**src/design/xss_pkg.sv**
```systemverilog
// ----------------------------------------------------------------------------
// xss_pkg
// Shared constants, codes and control types for the xoshiro256** generator.
// ----------------------------------------------------------------------------
package xss_pkg;

    // default sizes
    localparam int XSS_MAX_WORDS     = 64;
    localparam int XSS_WARMUP_ROUNDS = 8;

    // warm-up counter width covers the whole 0..15 range of rounds
    localparam int XSS_WARM_W = 4;

    // field widths
    localparam int XSS_WORD_W  = 64;
    localparam int XSS_COUNT_W = 10;
    localparam int XSS_TAKE_W  = 4;
    localparam int XSS_ADDR_W  = 2;

    // seed register reset values
    localparam logic [XSS_WORD_W-1:0] XSS_SEED0_RST = 64'd1;
    localparam logic [XSS_WORD_W-1:0] XSS_SEED1_RST = 64'd2;
    localparam logic [XSS_WORD_W-1:0] XSS_SEED2_RST = 64'd3;
    localparam logic [XSS_WORD_W-1:0] XSS_SEED3_RST = 64'd4;

    // request codes
    localparam logic REQ_RESEED = 1'b0;
    localparam logic REQ_FILL   = 1'b1;

    // configuration register indexes
    localparam logic [XSS_ADDR_W-1:0] CFG_SEED0 = 2'd0;
    localparam logic [XSS_ADDR_W-1:0] CFG_SEED1 = 2'd1;
    localparam logic [XSS_ADDR_W-1:0] CFG_SEED2 = 2'd2;
    localparam logic [XSS_ADDR_W-1:0] CFG_SEED3 = 2'd3;

    // commands from controller to datapath
    typedef struct packed {
        logic load_seed;
        logic warm_step;
        logic load_fill;
        logic gen_step;
        logic finish;
    } t_xss_cmd;

    // status from datapath to controller
    typedef struct packed {
        logic count_zero;
        logic last;
        logic out_free;
    } t_xss_status;

endpackage

```
**src/design/xss_dp.sv**
```systemverilog
// ----------------------------------------------------------------------------
// xss_dp
// Datapath: seed registers, generator state, byte counter, output register.
// ----------------------------------------------------------------------------
module xss_dp
    import xss_pkg::*;
#(
    parameter int MAX_WORDS = XSS_MAX_WORDS
) (
    input  logic                    i_clk,
    input  logic                    i_rst_n,
    input  logic                    i_cfg_we,
    input  logic [XSS_ADDR_W-1:0]   i_cfg_addr,
    input  logic [XSS_WORD_W-1:0]   i_cfg_data,
    input  logic [XSS_COUNT_W-1:0]  i_byte_count,
    input  logic                    i_out_stall,
    input  t_xss_cmd                i_cmd,
    output t_xss_status             o_status,
    output logic                    o_out_valid,
    output logic [XSS_WORD_W-1:0]   o_random_word,
    output logic [XSS_TAKE_W-1:0]   o_valid_bytes,
    output logic                    o_last_word
);

    localparam int MAX_BYTES = MAX_WORDS * 8;
    localparam int BL_W      = $clog2(MAX_BYTES + 1);

    logic [XSS_WORD_W-1:0] r_seed [4];
    logic [XSS_WORD_W-1:0] r_s    [4];
    logic [XSS_WORD_W-1:0] n_s    [4];
    logic [XSS_WORD_W-1:0] r_prod;
    logic [XSS_WORD_W-1:0] n_prod;
    logic [BL_W-1:0]       r_bytes_left;
    logic [BL_W-1:0]       n_count;
    logic [XSS_TAKE_W-1:0] n_take;
    logic [XSS_WORD_W-1:0] n_word;
    logic [XSS_WORD_W-1:0] n_mul5;
    logic                  r_out_valid;
    logic [XSS_WORD_W-1:0] r_out_word;
    logic [XSS_TAKE_W-1:0] r_out_take;
    logic                  r_out_last;

    // low-byte mask for a partial final word
    function automatic logic [XSS_WORD_W-1:0] byte_mask(input logic [XSS_TAKE_W-1:0] take);
        logic [XSS_WORD_W-1:0] m;
        m = '1;
        case (take)
            4'd1:    m = 64'h0000_0000_0000_00FF;
            4'd2:    m = 64'h0000_0000_0000_FFFF;
            4'd3:    m = 64'h0000_0000_00FF_FFFF;
            4'd4:    m = 64'h0000_0000_FFFF_FFFF;
            4'd5:    m = 64'h0000_00FF_FFFF_FFFF;
            4'd6:    m = 64'h0000_FFFF_FFFF_FFFF;
            4'd7:    m = 64'h00FF_FFFF_FFFF_FFFF;
            default: m = '1;
        endcase
        return m;
    endfunction

    // one generator step of the state words
    always_comb begin
        logic [XSS_WORD_W-1:0] t2;
        logic [XSS_WORD_W-1:0] t3;
        t2      = r_s[2] ^ r_s[0];
        t3      = r_s[3] ^ r_s[1];
        n_s[1]  = r_s[1] ^ t2;
        n_s[0]  = r_s[0] ^ t3;
        n_s[2]  = t2 ^ (r_s[1] << 17);
        n_s[3]  = {t3[XSS_WORD_W-46:0], t3[XSS_WORD_W-1:XSS_WORD_W-45]};
    end

    // scrambler: first half (times 5, rotate 7), second half (times 9)
    assign n_mul5 = r_s[1] + (r_s[1] << 2);
    assign n_prod = {n_mul5[XSS_WORD_W-8:0], n_mul5[XSS_WORD_W-1:XSS_WORD_W-7]};

    // saturated request size and bytes in the current word
    assign n_count = (i_byte_count > XSS_COUNT_W'(MAX_BYTES)) ? BL_W'(MAX_BYTES)
                                                              : i_byte_count[BL_W-1:0];
    assign n_take  = (r_bytes_left >= BL_W'(8)) ? XSS_TAKE_W'(8)
                                                : {1'b0, r_bytes_left[2:0]};
    assign n_word  = (r_prod + (r_prod << 3)) & byte_mask(n_take);

    // seed registers
    always_ff @(posedge i_clk) begin
        if (!i_rst_n) begin
            r_seed[0] <= XSS_SEED0_RST;
            r_seed[1] <= XSS_SEED1_RST;
            r_seed[2] <= XSS_SEED2_RST;
            r_seed[3] <= XSS_SEED3_RST;
        end else if (i_cfg_we) begin
            case (i_cfg_addr)
                CFG_SEED0: r_seed[0] <= i_cfg_data;
                CFG_SEED1: r_seed[1] <= i_cfg_data;
                CFG_SEED2: r_seed[2] <= i_cfg_data;
                CFG_SEED3: r_seed[3] <= i_cfg_data;
                default:   r_seed[0] <= r_seed[0];
            endcase
        end
    end

    // generator state
    always_ff @(posedge i_clk) begin
        if (!i_rst_n) begin
            r_s[0] <= XSS_SEED0_RST;
            r_s[1] <= XSS_SEED1_RST;
            r_s[2] <= XSS_SEED2_RST;
            r_s[3] <= XSS_SEED3_RST;
        end else if (i_cmd.load_seed) begin
            r_s <= r_seed;
        end else if (i_cmd.warm_step || i_cmd.gen_step) begin
            r_s <= n_s;
        end
    end

    // scrambler stage register
    always_ff @(posedge i_clk) begin
        if (i_cmd.gen_step) begin
            r_prod <= n_prod;
        end
    end

    // bytes still owed by the fill
    always_ff @(posedge i_clk) begin
        if (!i_rst_n) begin
            r_bytes_left <= '0;
        end else if (i_cmd.load_fill) begin
            r_bytes_left <= n_count;
        end else if (i_cmd.finish) begin
            r_bytes_left <= r_bytes_left - BL_W'(n_take);
        end
    end

    // output register
    always_ff @(posedge i_clk) begin
        if (!i_rst_n) begin
            r_out_valid <= 1'b0;
        end else if (i_cmd.finish) begin
            r_out_valid <= 1'b1;
        end else if (!i_out_stall) begin
            r_out_valid <= 1'b0;
        end
    end

    always_ff @(posedge i_clk) begin
        if (i_cmd.finish) begin
            r_out_word <= n_word;
            r_out_take <= n_take;
            r_out_last <= (r_bytes_left <= BL_W'(8));
        end
    end

    // status to controller
    assign o_status.count_zero = (i_byte_count == '0);
    assign o_status.last       = (r_bytes_left <= BL_W'(8));
    assign o_status.out_free   = !r_out_valid || !i_out_stall;

    assign o_out_valid   = r_out_valid;
    assign o_random_word = r_out_word;
    assign o_valid_bytes = r_out_take;
    assign o_last_word   = r_out_last;

endmodule

```
**src/design/xss_ctrl.sv**
```systemverilog
// ----------------------------------------------------------------------------
// xss_ctrl
// Controller: accepts requests, sequences warm-up and word generation.
// ----------------------------------------------------------------------------
module xss_ctrl
    import xss_pkg::*;
#(
    parameter int WARMUP_ROUNDS = XSS_WARMUP_ROUNDS
) (
    input  logic        i_clk,
    input  logic        i_rst_n,
    input  logic        i_in_valid,
    input  logic        i_req_type,
    input  t_xss_status i_status,
    output logic        o_in_stall,
    output t_xss_cmd    o_cmd
);

    typedef enum logic [1:0] {
        S_IDLE,
        S_WARM,
        S_GEN,
        S_FIN
    } t_state;

    t_state                r_state;
    logic [XSS_WARM_W-1:0] r_warm_left;
    logic                  in_acc;

    assign o_in_stall = (r_state != S_IDLE);
    assign in_acc     = i_in_valid && (r_state == S_IDLE);

    // commands to the datapath
    always_comb begin
        o_cmd           = '0;
        o_cmd.load_seed = in_acc && (i_req_type == REQ_RESEED);
        o_cmd.load_fill = in_acc && (i_req_type == REQ_FILL) && !i_status.count_zero;
        o_cmd.warm_step = (r_state == S_WARM);
        o_cmd.gen_step  = (r_state == S_GEN);
        o_cmd.finish    = (r_state == S_FIN) && i_status.out_free;
    end

    // state and warm-up counter
    always_ff @(posedge i_clk) begin
        if (!i_rst_n) begin
            r_state     <= S_IDLE;
            r_warm_left <= '0;
        end else begin
            case (r_state)
                S_IDLE: begin
                    if (o_cmd.load_seed && (WARMUP_ROUNDS != 0)) begin
                        r_state     <= S_WARM;
                        r_warm_left <= XSS_WARM_W'(WARMUP_ROUNDS);
                    end else if (o_cmd.load_fill) begin
                        r_state <= S_GEN;
                    end
                end
                S_WARM: begin
                    r_warm_left <= r_warm_left - XSS_WARM_W'(1);
                    if (r_warm_left <= XSS_WARM_W'(1)) begin
                        r_state <= S_IDLE;
                    end
                end
                S_GEN: begin
                    r_state <= S_FIN;
                end
                S_FIN: begin
                    if (i_status.out_free) begin
                        r_state <= i_status.last ? S_IDLE : S_GEN;
                    end
                end
                default: begin
                    r_state <= S_IDLE;
                end
            endcase
        end
    end

endmodule

```
**src/design/xoshiro256_starstar_generator.sv**
```systemverilog
// ----------------------------------------------------------------------------
// xoshiro256_starstar_generator
// xoshiro256** random word source with reseed and byte-count fill requests.
// ----------------------------------------------------------------------------
// A reseed transaction (req_type 0) copies the four seed registers into the
// generator state and then runs WARMUP_ROUNDS discarded steps, one per cycle,
// stalling the input until the last one. A fill transaction (req_type 1)
// returns ceil(byte_count/8) words, capped at MAX_WORDS; each word gets a
// state step and the times-5 scrambler half in S_GEN, then the times-9 half in
// S_FIN, where an output stall holds it; the input stays stalled until the
// last word is registered. A fill of zero bytes produces nothing. Bytes beyond
// valid_bytes in the final word read as zero. The user must write the seed
// registers through the cfg port while idle; the block does not enforce this.
module xoshiro256_starstar_generator
    import xss_pkg::*;
#(
    parameter int MAX_WORDS     = XSS_MAX_WORDS,
    parameter int WARMUP_ROUNDS = XSS_WARMUP_ROUNDS
) (
    input  logic                   i_clk,
    input  logic                   i_rst_n,
    input  logic                   i_cfg_we,
    input  logic [XSS_ADDR_W-1:0]  i_cfg_addr,
    input  logic [XSS_WORD_W-1:0]  i_cfg_data,
    input  logic                   i_in_valid,
    output logic                   o_in_stall,
    input  logic                   i_req_type,
    input  logic [XSS_COUNT_W-1:0] i_byte_count,
    output logic                   o_out_valid,
    input  logic                   i_out_stall,
    output logic [XSS_WORD_W-1:0]  o_random_word,
    output logic [XSS_TAKE_W-1:0]  o_valid_bytes,
    output logic                   o_last_word
);

    t_xss_cmd    cmd;
    t_xss_status status;

    // sequencing
    xss_ctrl #(
        .WARMUP_ROUNDS (WARMUP_ROUNDS)
    ) u_ctrl (
        .i_clk      (i_clk),
        .i_rst_n    (i_rst_n),
        .i_in_valid (i_in_valid),
        .i_req_type (i_req_type),
        .i_status   (status),
        .o_in_stall (o_in_stall),
        .o_cmd      (cmd)
    );

    // generator state and output
    xss_dp #(
        .MAX_WORDS (MAX_WORDS)
    ) u_dp (
        .i_clk         (i_clk),
        .i_rst_n       (i_rst_n),
        .i_cfg_we      (i_cfg_we),
        .i_cfg_addr    (i_cfg_addr),
        .i_cfg_data    (i_cfg_data),
        .i_byte_count  (i_byte_count),
        .i_out_stall   (i_out_stall),
        .i_cmd         (cmd),
        .o_status      (status),
        .o_out_valid   (o_out_valid),
        .o_random_word (o_random_word),
        .o_valid_bytes (o_valid_bytes),
        .o_last_word   (o_last_word)
    );

endmodule
```
**config.mk**
```make
export PLATFORM = sky130hd
export DESIGN_NAME = xoshiro256_starstar_generator
export DESIGN_NICKNAME = d
export VERILOG_FILES = /design/src/design/xss_pkg.sv /design/src/design/xss_dp.sv /design/src/design/xss_ctrl.sv /design/src/design/xoshiro256_starstar_generator.sv
export SDC_FILE = /design/constraint.sdc
export NUM_CORES = 2
export LEC_CHECK = 0
export BUFFER_PORTS_ARGS = -buffer_cell sky130_fd_sc_hd__buf_2
export CAP_MARGIN = 10
export CELL_PAD_IN_SITES_DETAIL_PLACEMENT = 2
export CELL_PAD_IN_SITES_GLOBAL_PLACEMENT = 2
export CORE_MARGIN = 2
export CORE_UTILIZATION = 39
export DETAILED_ROUTE_END_ITERATION = 7
export PLACE_DENSITY_LB_ADDON = 0.1
export SYNTH_ARGS = -nofsm -noshare
export SYNTH_HDL_FRONTEND = slang
export SYNTH_SLANG_ARGS = --single-unit
```
**constraint.sdc**
```tcl
create_clock -name i_clk -period 3.65 [get_ports i_clk]
set_input_delay 0 -clock i_clk [delete_from_list [all_inputs] [get_ports i_clk]]
set_output_delay 0 -clock i_clk [all_outputs]
set_load 0.01 [all_outputs]
```
# Word-level counts from Yosys, hierarchy flattened
# Index checks and enable logic that the tools add are counted.
# classes
n_addsub	4
mul	0
n_div	0
order_cmp	4
eq_ne	18
shift	0
muxes	17
bitwise_logic	7
reduce_logical	23
# ops
cell	n
$mux 256	2
$pmux 64 s7	1
$xor 64x64->64	5
$add 64x64->64	2
$and 64x64->64	1
$mux 10	3
$eq 4x3->1 const B	4
$ge 10x4->1 const B	1
$gt 10x10->1 const B	1
$le 10x4->1 const B	1
$logic_not 10->1	1
$mux 2	5
$reduce_and 2->1	5
$sub 10x4->10	1
$eq 2x2->1 const B	4
$eq 4x2->1 const B	2
$mux 4	2
$pmux 2 s4	1
$pmux 4 s2	1
$reduce_bool 2->1	4
$logic_and 1x1->1	5
$eq 2x1->1 const B	2
$eq 4x1->1 const B	1
$le 4x1->1 const B	1
10 further kinds	17
# word_totals
ff_bits	662
latchBits	0
mem_bits_rw	0
rom_bits	0
input_bits	82
output_inout_bits	71
wordCells	89
memories	0

# Logic depth before layout (Yosys ltp)
# depth
word_depth	7
ltp_mapped	13
ltp_nobuf	12

# Cells and area by module
# A second synthesis with hierarchy kept.
# hier_totals
hier_cells	4185
hier_area_um2	35268.8
# by_module_without_submodules
module	n_inst	cells_per_inst	area_per_inst_um2
xss_dp	1	4144	34893.5
xss_ctrl	1	41	375.4

# Least setup slack after synthesis
# OpenSTA, ideal clock, no wires.
# synth_path
path_kind	reg-to-reg
from	register u_dp.r_s[128] (netlist name)
to	register u_dp.r_prod[3] (data pin)
arrival_ps	3053
path_slack_ps	338
path_stages_with_launch	13
path_buffers	0
synth_period_minus_slack_ps	3312
path_cell_list	dfxtp_1 > ha_1 > fa_1 > a211oi_1 > nor2_1 > o311ai_0 > o311ai_2 > a31oi_1 > a31o_2 > a21oi_1 > a221oi_2 > nor4bb_1 > a211o_1
# synth_between
elab_chain_cells	1
# synth_lines
element	line_no	source
start, declared	xss_dp.sv:29	logic [XSS_WORD_W-1:0] r_s [4];
start signal, assigned	xss_dp.sv:109	r_s <= r_seed;
start signal, assigned	xss_dp.sv:111	r_s <= n_s;
$add 64x64->64	xss_dp.sv:73	assign n_mul5 = r_s[1] + (r_s[1] << 2);
named net u_dp.n_mul5[60]	xss_dp.sv:37	logic [XSS_WORD_W-1:0] n_mul5;
end signal, assigned	xss_dp.sv:118	r_prod <= n_prod;
end, declared	xss_dp.sv:31	logic [XSS_WORD_W-1:0] r_prod;
# The timed path passes the listed nets, and every way through them passes these cells.
# A chain may end at the register's enable or synchronous reset.

# Final worst setup path
# layout_path
from	register u_dp.r_prod[17]
to	register u_dp.r_out_word[58], in the netlist u_dp.o_random_word[58] (data pin)
# layout_between
elab_chain_cells	2
# layout_lines
element	line_no	source
$add 64x64->64	xss_dp.sv:81	assign n_word = (r_prod + (r_prod << 3)) & byte_mask(n_take);
$and 64x64->64	xss_dp.sv:81	
named net u_dp.n_word[58]	xss_dp.sv:36	logic [XSS_WORD_W-1:0] n_word;
end signal, assigned	xss_dp.sv:146	r_out_word <= n_word;
end, declared	xss_dp.sv:39	logic [XSS_WORD_W-1:0] r_out_word;
# The timed path passes the listed nets, and every way through them passes these cells.

==> out/qor.txt <==
power per cell area - 919 nW/um^2
complex-gate fraction of the synthesized area - 0.212
R2R Path Start - u_dp.r_prod[17]
hold wc startpoint - i_in_valid
die area - 91800 um^2
IR drop worst, VDD - 371 uV
CP endpoint kind - flip-flop
share of layout cells above drive strength 1 - 0.114
GP Congestion - 0.860
Fin Setup TNS - 0 ps
RSZ-0062 raised after global routing - true
Ys Warns - 0
Synth async-reset ratio - 0
Layout Nets - 4415
Clock Latency Late Sink - 650 ps
largest net degree at the start of global routing - 131
Slew @ Worst Pin - 1130 ps
first-pass GRT wire length - 196000 um
H-tree depth - 3
CP startpoint - u_dp.r_prod[17]
Core ar. - 88500 um^2
IO Port Bufs - 152
Post-Syn Nets - 4181
R2R Setup Slk - 30 ps
crit path max fanout - 6
worst path required time - 4000 ps
Final Hold Viols - 0
startpoint types - flip-flop
Hold Path Sink - u_ctrl.r_warm_left[2]
DIE HEIGHT - 303 um
Leak - 0.0189 uW
root buffer cell - clkbuf_16
HP Class - in -> reg
reg-to-reg endpoint - u_dp.o_random_word[58]
sequential fraction of the synthesis area - 0.418
Yosys reg bits - 662
drt drc - 32
Synth Flop Type - dfxtp_1
IO Count - 153
mapped cell area - 34900 um^2
Crit Path Category - reg -> reg
EDFF count, synth - 133
routed wire length - 130000 um
vias in the first global route - 32.1k
Tcrit/Tclk final - 0.992
cts bufs inserted - 79
final setup vio count - 0
antenna violations before repair - 7
Pins Over Slew Limit - 0
Syn Area/Cell - 8.78 um^2
die width - 303 um
clock sink count - 662
adder-cell share of the synthesized area - 0.0475
failing checks - DRC
most common cell after layout, fill and taps aside - nand2_1
outcome - complete, but fails checks
total grt overflow - 0
Worst Clk Skew - 29.7 ps
Unique masters post-synth - 81
arrival time worst endpoint - 3970 ps
clock slew at reported path FFs - 60 ps
via count - 29.9k
max cap viols - 0
First DRT Iteration DRCs - 1383
Starting Density - 0.394
worst reg-to-reg path cell count - 12
commonest cells after routing, fill and taps aside - nand2_1, dfxtp_1, xor2_1, a21boi_0, o211a_1
relative slew slack - 0.249
CTS tree - done
Antenna Violating Nets Remaining - 0
Final min period - 3620 ps
wire per inst - 23.9 um
hpwl dp - 91300 um
Worst Hold Path Cells - 6
Synth Area in Simple Gates - 0.169
Clock Path Buffers - 3
maximum clock frequency - 276 MHz
post-layout instance area - 41100 um^2
filler instances - 9638
proportion of synthesized area in mux cells - 0.000574
Total GRT Usage - 0.281
Gate Count Post-Synth - 3968
DP Area - 37600 um^2
FP Rows - 109
xor/xnor cell area share of the yosys netlist - 0.121
Via density - 5.50
synth-to-layout area growth - 18.0%
Pre-antenna DRT Iters - 7
largest family of logic cells by synthesized area - compound AO/OA/AOI/OAI gates
==> cells in the mapped netlist (6+ instances only) <==
| cell type | instances | area share |
|---|---|---|
| ha_1 | 129 | 0.046 |
| o21a_1 | 20 | 0.0043 |
| xor2_1 | 418 | 0.11 |
| a211oi_1 | 17 | 0.0037 |
| nand3b_1 | 9 | 0.0019 |
| and2_1 | 25 | 0.0045 |
| a21o_1 | 70 | 0.015 |
| a21oi_1 | 133 | 0.019 |
| or2_2 | 9 | 0.0016 |
| a31oi_1 | 74 | 0.013 |
| clkbuf_1 | 229 | 0.025 |
| nand3_1 | 31 | 0.0045 |
| inv_1 | 33 | 0.0036 |
| and3_1 | 15 | 0.0027 |
| nand2b_1 | 76 | 0.014 |
| edfxtp_1 | 133 | 0.11 |
| nor2_1 | 129 | 0.014 |
| o21bai_1 | 19 | 0.0041 |
| buf_2 | 8 | 0.0011 |
| o211a_1 | 189 | 0.054 |
| a31o_2 | 7 | 0.0018 |
| nor3_1 | 29 | 0.0042 |
| nor2b_1 | 18 | 0.0032 |
| dfxtp_1 | 529 | 0.30 |
| xnor2_1 | 65 | 0.016 |
| a21boi_0 | 258 | 0.056 |
| nand2_1 | 992 | 0.11 |
| buf_1 | 6 | 0.00065 |
| nand4_1 | 29 | 0.0052 |
| o21ai_0 | 164 | 0.024 |
| nor4_1 | 7 | 0.0013 |
| o211ai_1 | 9 | 0.0019 |
==> worst max-delay path: stages, from the launching register on <==
cell,delay [ps]
edfxtp_1,410
ha_1,490
nand4_1,180
or2_2,360
a2111oi_0,630
buf_4,230
or3b_2,180
a21boi_4,90
o311ai_1,270
buf_4,180
a31oi_1,90
xor2_1,150
nor2_1,60
==> kinds of logic after synthesis <==
logic type	Yosys count
flip-flops	662
AO/OA/AOI/OAI	1019
buffers and inverters	278
adder cells (fa/ha/maj)	131
other	1
XOR/XNOR	483
AND/OR/NAND/NOR	1392
multiplexers	2
==> per-stage QoR <==
step                      setup WS [ps]  utilization  power, uW  std cells  hold WS, ps
after floorplan                     338            -      23000       3968          124
after global placement             75.3        0.424      28900       5193          286
after detailed placement          -79.6        0.424      29500       5193          298
after CTS                          35.6        0.463      37800       5420         55.8
after global routing               -185        0.465      40200       5422          160
final                              28.3        0.465      37800       5423         43.4
==> power breakdown <==
part	switching [uW]	internal, uW	leakage [uW]
logic	11200	7200	0.0121
registers	1760	9780	0.00555
clock network	3240	4580	0.00123
total	16200	21600	0.0189
==> registers in the layout, summed over array words and instances, names as in the netlist <==
signal,flops
u_dp.o_random_word,64
u_dp.o_valid_bytes,4
u_dp.r_seed,256
u_ctrl.r_state,2
u_dp.r_bytes_left,10
u_ctrl.r_warm_left,4
u_dp.r_s,256
u_dp.r_prod,64
u_dp.o_last_word,1
u_dp.o_out_valid,1
==> layer usage <==
metal | routed length, um | GRT usage
met1 | 57700 | 0.358
met2 | 62800 | 0.486
met3 | 4100 | 0.0308
met4 | 5200 | 0.108
met5 | 0 | 0.00155
==> cell type report <==
cell class / count / area [um^2] / area share
inverters: 33 / 124 / 0.00301
clock buffers: 119 / 2320 / 0.0564
clock inverters: 16 / 188 / 0.00456
repair buffers: 398 / 3080 / 0.0750
diodes: 2 / 5.00 / 0.000122
well taps: 1165 / 1460 / 0.0355
multi-input cells: 3028 / 19400 / 0.471
flip-flops and latches: 662 / 14600 / 0.355
==> worst max path at each step <==
stage                                        end  depth (start not counted)
after detailed placement         u_dp.r_prod[53]                         15
after CTS                 u_dp.o_random_word[42]                         12
after global routing      u_dp.o_random_word[58]                         13
after global placement    u_dp.o_random_word[58]                         13
after floorplan                   u_dp.r_prod[3]                         12
final                     u_dp.o_random_word[58]                         12
==> repair_timing <==
item | CTS | global route
hold buffers | 91 | 0
gates resized for setup | 5 | 23
endpoints found under the hold margin | 302 | 0
setup endpoints to repair | 6 | 27
pin swaps | 1 | 5
buffers inserted | 1 | 1
(Power assumes the default switching activity.)
